## config.mk

```make
export PLATFORM = sky130hd
export DESIGN_NAME = pixel_min_max_contrast_stretch
export DESIGN_NICKNAME = d
export VERILOG_FILES = /design/src/pmmcs_pkg.sv /design/src/pixel_min_max_contrast_stretch.sv
export SDC_FILE = /design/constraint.sdc
export NUM_CORES = 1
export LEC_CHECK = 0
export BUFFER_PORTS_ARGS = -buffer_cell sky130_fd_sc_hd__buf_4
export CAP_MARGIN = 20
export CORE_ASPECT_RATIO = 1.1
export CORE_MARGIN = 5
export CORE_UTILIZATION = 45
export DETAILED_ROUTE_END_ITERATION = 10
export MAX_ROUTING_LAYER = met4
export PLACE_DENSITY = 0.64
export RECOVER_POWER = 25
export SLEW_MARGIN = 20
export SYNTH_ARGS = -nofsm -noshare
export SYNTH_HDL_FRONTEND = slang
export SYNTH_SLANG_ARGS = --single-unit
export TNS_END_PERCENT = 1
```

## constraint.sdc

```tcl
create_clock -name clk -period 3.44 [get_ports clk]
set_input_delay 0.172 -clock clk [delete_from_list [all_inputs] [get_ports clk]]
set_output_delay 0.172 -clock clk [all_outputs]
set_load 0.05 [all_outputs]
```

## src/pmmcs_pkg.sv

```systemverilog
// Constants, codes, types and helpers for the min/max contrast stretch block.
package pmmcs_pkg;

  // Significant sample bits in the 16-bit modes (12 to 16).
  localparam int SAMPLE_BITS = 16;
  localparam int RAW_W       = 16;
  localparam int LEVEL_W     = 8;
  localparam int STEP_W      = $clog2(LEVEL_W);

  localparam logic [RAW_W-1:0] RANGE_LOW_INIT  = '1;
  localparam logic [RAW_W-1:0] RANGE_HIGH_INIT = '0;
  localparam logic [LEVEL_W-1:0] LEVEL_MAX     = '1;

  typedef enum logic [2:0] {
    MODE_COLOR = 3'd0,
    MODE_U8    = 3'd1,
    MODE_S8    = 3'd2,
    MODE_U16   = 3'd3,
    MODE_S16   = 3'd4
  } pixel_mode_t;

  typedef enum logic [1:0] {
    OP_CLEAR   = 2'd0,
    OP_MEASURE = 2'd1,
    OP_CONVERT = 2'd2
  } opcode_t;

  typedef enum logic [4:0] {
    S_IDLE  = 5'b00001,
    S_PREP  = 5'b00010,
    S_SCALE = 5'b00100,
    S_DIV   = 5'b01000,
    S_EMIT  = 5'b10000
  } state_t;

  // Offset a signed sample to unsigned: 0..255 in signed8 mode, 0..65535 otherwise.
  function automatic logic [RAW_W-1:0] offset_value(input logic [2:0] mode,
                                                     input logic [RAW_W-1:0] raw);
    logic signed [SAMPLE_BITS-1:0] sv;
    logic [RAW_W-1:0] ext;
    sv  = raw[SAMPLE_BITS-1:0];
    ext = RAW_W'(sv);
    if (mode == MODE_S8) begin
      offset_value = {8'h00, raw[7:0] ^ 8'h80};
    end else begin
      offset_value = ext ^ {1'b1, {(RAW_W-1){1'b0}}};
    end
  endfunction

  // floor(u * 255 / 65535) == floor(u / 257): high byte, less one if the low byte is smaller.
  function automatic logic [LEVEL_W-1:0] scale_u16(input logic [RAW_W-1:0] raw);
    logic [RAW_W-1:0] u;
    u = RAW_W'(raw[SAMPLE_BITS-1:0]);
    if (u[7:0] >= u[15:8]) begin
      scale_u16 = u[15:8];
    end else begin
      scale_u16 = u[15:8] - 8'd1;
    end
  endfunction

endpackage

```

## src/pixel_min_max_contrast_stretch.sv

```systemverilog
// Min/max contrast stretch: sample to 8-bit gray level, with a bit-serial divider.
//
// Each item carries an opcode and a 16-bit sample. Clear and measure are done
// in the idle state: clear resets the tracked range, and measure (in the two signed
// stretch modes only) folds the offset sample into the range. A convert always
// yields one gray level. In the pass and 16-bit scale modes a convert passes
// through transfer, then load of the output register. In the stretch modes,
// samples on or outside the measured range, or a flat range, saturate after
// the transfer and the range check; any other sample goes through
// floor((v-min)*255/(max-min)), in these steps: transfer, range
// subtract, times-255 shift-subtract, eight restoring-division steps (one
// quotient bit per cycle) and output load. The divider sets the worst-case
// rate. The output register decouples the sides: the next item is taken while
// a finished level still waits for its transfer. Write pixel_mode only while
// the block is idle.
module pixel_min_max_contrast_stretch (
  input  logic                            clk,
  input  logic                            rst,
  // configuration
  input  logic                            cfg_wr_en,
  input  logic [2:0]                      cfg_wr_data,
  // input channel
  input  logic                            in_valid,
  output logic                            in_stall,
  input  logic [1:0]                      opcode,
  input  logic [pmmcs_pkg::RAW_W-1:0]     sample,
  // output channel
  output logic                            out_valid,
  input  logic                            out_stall,
  output logic [pmmcs_pkg::LEVEL_W-1:0]   gray_level
);

  pmmcs_pkg::state_t               state;
  logic [2:0]                      pixel_mode;
  logic [pmmcs_pkg::RAW_W-1:0]     range_low;
  logic [pmmcs_pkg::RAW_W-1:0]     range_high;

  // working registers of one convert
  logic [pmmcs_pkg::RAW_W-1:0]     vs;
  logic [pmmcs_pkg::RAW_W-1:0]     diff;
  logic [pmmcs_pkg::RAW_W-1:0]     den;
  logic [pmmcs_pkg::RAW_W-1:0]     rem;
  logic [pmmcs_pkg::LEVEL_W-1:0]   num_low;
  logic [pmmcs_pkg::LEVEL_W-1:0]   quot;
  logic [pmmcs_pkg::STEP_W-1:0]    step_cnt;

  logic                            in_xfer;
  logic                            out_xfer;
  logic                            stretching;
  logic [pmmcs_pkg::RAW_W-1:0]     in_offset;
  logic [pmmcs_pkg::LEVEL_W-1:0]   direct_level;
  logic [pmmcs_pkg::RAW_W+7:0]     scaled;
  logic [pmmcs_pkg::RAW_W+1:0]     trial;
  logic                            trial_ge;

  assign in_stall  = (state != pmmcs_pkg::S_IDLE);
  assign in_xfer   = in_valid && !in_stall;
  assign out_xfer  = out_valid && !out_stall;

  assign stretching = (pixel_mode == pmmcs_pkg::MODE_S8) ||
                      (pixel_mode == pmmcs_pkg::MODE_S16);
  assign in_offset  = pmmcs_pkg::offset_value(pixel_mode, sample);

  // Pass modes (including the unused codes) take the low byte.
  always_comb begin
    if (pixel_mode == pmmcs_pkg::MODE_U16) begin
      direct_level = pmmcs_pkg::scale_u16(sample);
    end else begin
      direct_level = sample[pmmcs_pkg::LEVEL_W-1:0];
    end
  end

  // diff * 255 as (diff << 8) - diff
  assign scaled = {diff, 8'h00} - {8'h00, diff};

  // One restoring step: bring in the next numerator bit, try the subtract.
  assign trial    = {1'b0, rem, num_low[pmmcs_pkg::LEVEL_W-1]} - {2'b00, den};
  assign trial_ge = !trial[pmmcs_pkg::RAW_W+1];

  // Configuration register
  always_ff @(posedge clk) begin
    if (rst) begin
      pixel_mode <= pmmcs_pkg::MODE_U8;
    end else if (cfg_wr_en) begin
      pixel_mode <= cfg_wr_data;
    end
  end

  // Sequencer, range tracking and divider
  always_ff @(posedge clk) begin
    if (rst) begin
      state      <= pmmcs_pkg::S_IDLE;
      range_low  <= pmmcs_pkg::RANGE_LOW_INIT;
      range_high <= pmmcs_pkg::RANGE_HIGH_INIT;
      step_cnt   <= '0;
    end else begin
      unique case (state)
        pmmcs_pkg::S_IDLE: begin
          if (in_xfer) begin
            priority if (opcode == pmmcs_pkg::OP_CLEAR) begin
              range_low  <= pmmcs_pkg::RANGE_LOW_INIT;
              range_high <= pmmcs_pkg::RANGE_HIGH_INIT;
            end else if (opcode == pmmcs_pkg::OP_MEASURE) begin
              if (stretching) begin
                if (in_offset < range_low) begin
                  range_low <= in_offset;
                end
                if (in_offset > range_high) begin
                  range_high <= in_offset;
                end
              end
            end else if (opcode == pmmcs_pkg::OP_CONVERT) begin
              vs <= in_offset;
              if (stretching) begin
                state <= pmmcs_pkg::S_PREP;
              end else begin
                quot  <= direct_level;
                state <= pmmcs_pkg::S_EMIT;
              end
            end else begin
              // unused opcode: drop
              state <= pmmcs_pkg::S_IDLE;
            end
          end
        end

        pmmcs_pkg::S_PREP: begin
          diff <= vs - range_low;
          den  <= range_high - range_low;
          priority if ((range_high <= range_low) || (vs <= range_low)) begin
            quot  <= '0;
            state <= pmmcs_pkg::S_EMIT;
          end else if (vs >= range_high) begin
            quot  <= pmmcs_pkg::LEVEL_MAX;
            state <= pmmcs_pkg::S_EMIT;
          end else begin
            state <= pmmcs_pkg::S_SCALE;
          end
        end

        pmmcs_pkg::S_SCALE: begin
          // quotient < 256, so the high part starts below the divisor
          rem      <= scaled[pmmcs_pkg::RAW_W+7:8];
          num_low  <= scaled[7:0];
          quot     <= '0;
          step_cnt <= '0;
          state    <= pmmcs_pkg::S_DIV;
        end

        pmmcs_pkg::S_DIV: begin
          if (trial_ge) begin
            rem <= trial[pmmcs_pkg::RAW_W-1:0];
          end else begin
            rem <= {rem[pmmcs_pkg::RAW_W-2:0], num_low[pmmcs_pkg::LEVEL_W-1]};
          end
          num_low  <= {num_low[pmmcs_pkg::LEVEL_W-2:0], 1'b0};
          quot     <= {quot[pmmcs_pkg::LEVEL_W-2:0], trial_ge};
          step_cnt <= step_cnt + 1'b1;
          if (step_cnt == pmmcs_pkg::STEP_W'(pmmcs_pkg::LEVEL_W - 1)) begin
            state <= pmmcs_pkg::S_EMIT;
          end
        end

        pmmcs_pkg::S_EMIT: begin
          // hold until the output register is free
          if (!out_valid || !out_stall) begin
            state <= pmmcs_pkg::S_IDLE;
          end
        end

        default: begin
          state <= pmmcs_pkg::S_IDLE;
        end
      endcase
    end
  end

  // Output register
  always_ff @(posedge clk) begin
    if (rst) begin
      out_valid <= 1'b0;
    end else if ((state == pmmcs_pkg::S_EMIT) && (!out_valid || !out_stall)) begin
      out_valid <= 1'b1;
    end else if (out_xfer) begin
      out_valid <= 1'b0;
    end
  end

  always_ff @(posedge clk) begin
    if ((state == pmmcs_pkg::S_EMIT) && (!out_valid || !out_stall)) begin
      gray_level <= quot;
    end
  end

  // Assertions
  a_div_nonzero: assert property (@(posedge clk) disable iff (rst)
    (state == pmmcs_pkg::S_DIV) |-> (den != '0))
    else $error("divider running with a zero divisor");

  a_rem_below_den: assert property (@(posedge clk) disable iff (rst)
    (state == pmmcs_pkg::S_DIV) |-> (rem < den))
    else $error("partial remainder not below divisor");

  a_convert_leaves_idle: assert property (@(posedge clk) disable iff (rst)
    (in_xfer && (opcode == pmmcs_pkg::OP_CONVERT)) |=>
      ((state == pmmcs_pkg::S_PREP) || (state == pmmcs_pkg::S_EMIT)))
    else $error("convert transfer did not start a conversion");

  a_range_order: assert property (@(posedge clk) disable iff (rst)
    ((range_low == pmmcs_pkg::RANGE_LOW_INIT) && (range_high == pmmcs_pkg::RANGE_HIGH_INIT))
      || (range_low <= range_high))
    else $error("measured range out of order");

  a_out_from_emit: assert property (@(posedge clk) disable iff (rst)
    $rose(out_valid) |-> $past(state == pmmcs_pkg::S_EMIT))
    else $error("output loaded outside the emit step");

endmodule

```

==> results.md <==
- Outcome: finished, violations left
- Failing checks: capacitance limit, slew limit
- Number of antenna violations at the first check in global routing: 0
- Worst-case clock skew: 0.0198 ns
- Slew at the pin closest to its max-slew limit: 1.58 ns
- Mapped cell area: 9180 um^2
- Comb pwr share: 8.6%
- GR Util met1: 25.2%
- Average instance area after synthesis: 9.57 um^2
- Remaining Overflow, GRT: 0
- Post-synthesis cell type count: 69
- Antenna cells: 0
- Clock edge transition at the registers on the reported setup and hold paths: 0.06 ns
- Power Internal: 0.00303 W
- Endpoint required time on the critical path: 3.75 ns
- Layout fillers: 1868
- Setup crit start: pixel_mode[1]$_SDFFE_PP0P_
- Avg Vias per Cell: 5.58
- CTS tree: yes
- Hold crit path type: input pin to flop
- Power per cell area: 374 nW/um^2
- Placed Instance Area: 9890 um^2
- Die Footprint: 23400 um^2
- Peak clock frequency supported by timing: 0.300 GHz
- I/O pins: 36
- Clock root buffer: sky130_fd_sc_hd__clkbuf_16
- Net switching power figure: 0.000894 W
- Via count of the first global-routing pass: 7056
- Maximum resistive drop on vdd: 0.332 mV
- CTS H-Tree Depth: 4
- Relative slew margins: -5.54%
- Worst Setup End Kind: flop
- Leakage power total: 4.57 nW
- Most common cell in the synthesized netlist: sky130_fd_sc_hd__ha_1
- Area share of the largest cell type after synthesis: 28.8%
- Register area share after synthesis: 38.4%
- Wire length per cell after detailed routing: 17.4 um
- Floorplan die width: 146 um
- Clock insertion delay at the later pin of the skew report: 0.43 ns
- Dpl hpwl: 18000 um
- Number of enable flip-flop cells after synthesis: 88
- Final Routed Wirelength: 22500 um
- Net count of the mapped netlist: 1101
- Final instance area: 10500 um^2
- Synth-to-Final Area Change: 14.1%
- Final RePlAce weighted congestion: 0.881
- Area occupied by multi-input gates: 5250 um^2
- All-Layer GR Usage: 20.0%
- Global-route track usage on met2: 32.2%
- Top post-synthesis cells by area: sky130_fd_sc_hd__edfxtp_1, sky130_fd_sc_hd__ha_1, sky130_fd_sc_hd__dfxtp_1, sky130_fd_sc_hd__xnor2_1, sky130_fd_sc_hd__inv_1
- Setup repair after global routing missed its margin: no
- Start point of the worst hold path: cfg_wr_en
- Ys async rst share: 0%
- Final worst-path cycle share: 96.8%
- Via count of the routed design: 7192
- Total count of max-transition violations in the final report: 33
- TritonRoute pass-1 iters: 5
- Pin count of the biggest net entering global routing: 33
- Post-synthesis instance total: 959
- Most used routing layer: met2
- Number of hold violations in the final report: 0
- Met3 track utilization from global routing: 3.03%
- Cell type contributing the most total cell area after synthesis: sky130_fd_sc_hd__edfxtp_1
- Crit path DAT: 3.64 ns
- Warnings from Yosys: 0
- Maximum root-to-sink buffer count: 2
- Setup TNS after final layout: 0 ns
- Share of total power in sequential cells: 43.8%
- Share of total power in the clock network: 47.6%
- Fin crit period: 3.33 ns
- Total power after layout: 0.00392 W
- Buffers on Ports: 35
- Primary FF master, synth: sky130_fd_sc_hd__edfxtp_1
- Antenna violation net count after detailed routing: 0
- Setup CP Type: flop to flop
- Overall die height: 160 um
- Area of the core region: 19900 um^2
- Maximum fanout count along the critical path: 8
- Global-route wire length before repair: 36300 um
- Kind of start point of the critical path: flop
- Max-capacitance violation count: 1
- Remaining design rule violation count: 0
- FF+latch area: 3520 um^2
- Number of buffers inserted by post-CTS setup repair: 0
- Number of design-rule violations left by the first detailed-router iteration: 402
- Most used standard cells in the synthesized netlist: sky130_fd_sc_hd__ha_1, sky130_fd_sc_hd__inv_1, sky130_fd_sc_hd__edfxtp_1
- Clk sink count: 132
- Num CTS Buffers: 17
- Count of nets after finishing: 1167
- Number of placement rows: 54
- Switching portion of total power: 22.8%
- Initial core utilization: 46.1%
- Seq cells post-synth: 132
- Layout cell share with drive strength beyond 1: 8.57%
- Origin of the critical flop-to-flop path: pixel_mode[1]$_SDFFE_PP0P_
- Finish-stage setup viols: 0
-- cell type report --
| cell class | instances | share of cell area, % |
|---|---|---|
| Multi-Input combinational cell | 717 | 50.1 |
| Sequential cell | 132 | 33.6 |
| Clock buffer | 20 | 4.37 |
| Timing Repair Buffer | 63 | 4.00 |
| Inverter | 94 | 3.37 |
| Tap cell | 252 | 3.01 |
| Clock inverter | 12 | 1.48 |
-- power groups by stage --
stage | registers [W] | clock network (W) | logic (W)
2_1_floorplan | 0.00175 | 0 | 0.000216
3_3_place_gp | 0.00175 | 0 | 0.000331
3_5_place_dp | 0.00175 | 0 | 0.000335
4_1_cts | 0.00171 | 0.00190 | 0.000341
5_1_grt | 0.00172 | 0.00197 | 0.000374
6_report | 0.00172 | 0.00187 | 0.000338
-- routing by layer --
metal / part of all wire, % / vias up
met5: 0 / -
met4: 3.3 / 0
met3: 3.1 / 32
met2: 47 / 138
met1: 47 / 3336
li1: - / 3686
-- placed cells by master, fill, tap and decap left out, types with 15 or more instances in the layout --
cell type | Yosys | layout
sky130_fd_sc_hd__nor2_1 | 68 | 67
sky130_fd_sc_hd__nand4_1 | 15 | 15
sky130_fd_sc_hd__clkbuf_1 | 11 | 19
sky130_fd_sc_hd__buf_4 | 1 | 39
sky130_fd_sc_hd__o21ai_0 | 56 | 56
sky130_fd_sc_hd__nand2_1 | 63 | 63
sky130_fd_sc_hd__inv_1 | 94 | 94
sky130_fd_sc_hd__nand3_1 | 18 | 18
sky130_fd_sc_hd__xnor2_1 | 44 | 44
sky130_fd_sc_hd__nand2b_1 | 16 | 16
sky130_fd_sc_hd__xor2_1 | 18 | 18
sky130_fd_sc_hd__a21oi_1 | 55 | 55
sky130_fd_sc_hd__edfxtp_1 | 88 | 88
sky130_fd_sc_hd__clkbuf_16 | 0 | 18
sky130_fd_sc_hd__ha_1 | 113 | 113
sky130_fd_sc_hd__a21o_1 | 27 | 27
sky130_fd_sc_hd__dfxtp_1 | 44 | 44
sky130_fd_sc_hd__nor3_1 | 28 | 27
-- registers in the layout, summed over array words and instances, names as in the netlist --
signal      count
den            16
diff           16
gray_level      8
num_low         8
out_valid       1
pixel_mode      3
quot            8
range_high     16
range_low      16
rem            16
state           5
step_cnt        3
vs             16
-- cells by family after synthesis --
logic type | count (synthesis) | synth area share, %
buf+inv | 110 | 4.59
fa+ha+maj | 118 | 16.3
flops | 132 | 38.4
xor+xnor | 62 | 5.91
simple gates | 264 | 14.3
compound gates | 264 | 19.6
mux | 9 | 0.995
-- path summary, 6_finish.rpt --
kind	to	cells after the start	slack [ns]
setup / recovery	range_low[2]$_SDFFE_PP1P_	11	0.11
hold / removal	pixel_mode[0]$_SDFFE_PP1P_	3	0.01
setup reg to reg	range_low[2]$_SDFFE_PP1P_	11	0.11
hold reg to reg	gray_level[7]$_DFFE_PP_	0	0.43
-- critical path, cell delays in order (launching register included) --
cell	delay [ns]
sky130_fd_sc_hd__dfxtp_1	0.39
sky130_fd_sc_hd__or3b_1	0.48
sky130_fd_sc_hd__nand2_1	0.15
sky130_fd_sc_hd__inv_1	0.09
sky130_fd_sc_hd__ha_1	0.29
sky130_fd_sc_hd__a21oi_1	0.16
sky130_fd_sc_hd__maj3_1	0.19
sky130_fd_sc_hd__o21bai_1	0.08
sky130_fd_sc_hd__a221oi_2	0.31
sky130_fd_sc_hd__o21ai_1	0.14
sky130_fd_sc_hd__or4_1	0.66
sky130_fd_sc_hd__o22a_1	0.26
-- stage by stage --
step	utilization [%]	std cells	setup slack, ns	hold slack, ns
2_1_floorplan	-	959	0.281	0.271
3_3_place_gp	49.6	1254	0.233	0.402
5_1_grt	52.6	1290	0.0341	0.0339
4_1_cts	52.9	1290	0.149	0.00315
6_report	52.6	1290	0.110	0.0108
3_5_place_dp	49.6	1254	0.172	0.405
-- timing repair --
action                     in CTS  in global routing
hold buffers                    4                  0
setup endpoints to repair       0                  4
gates resized for setup         0                  1
hold endpoints to repair        4                  0
No activity file was read; power rests on OpenSTA's default activity.
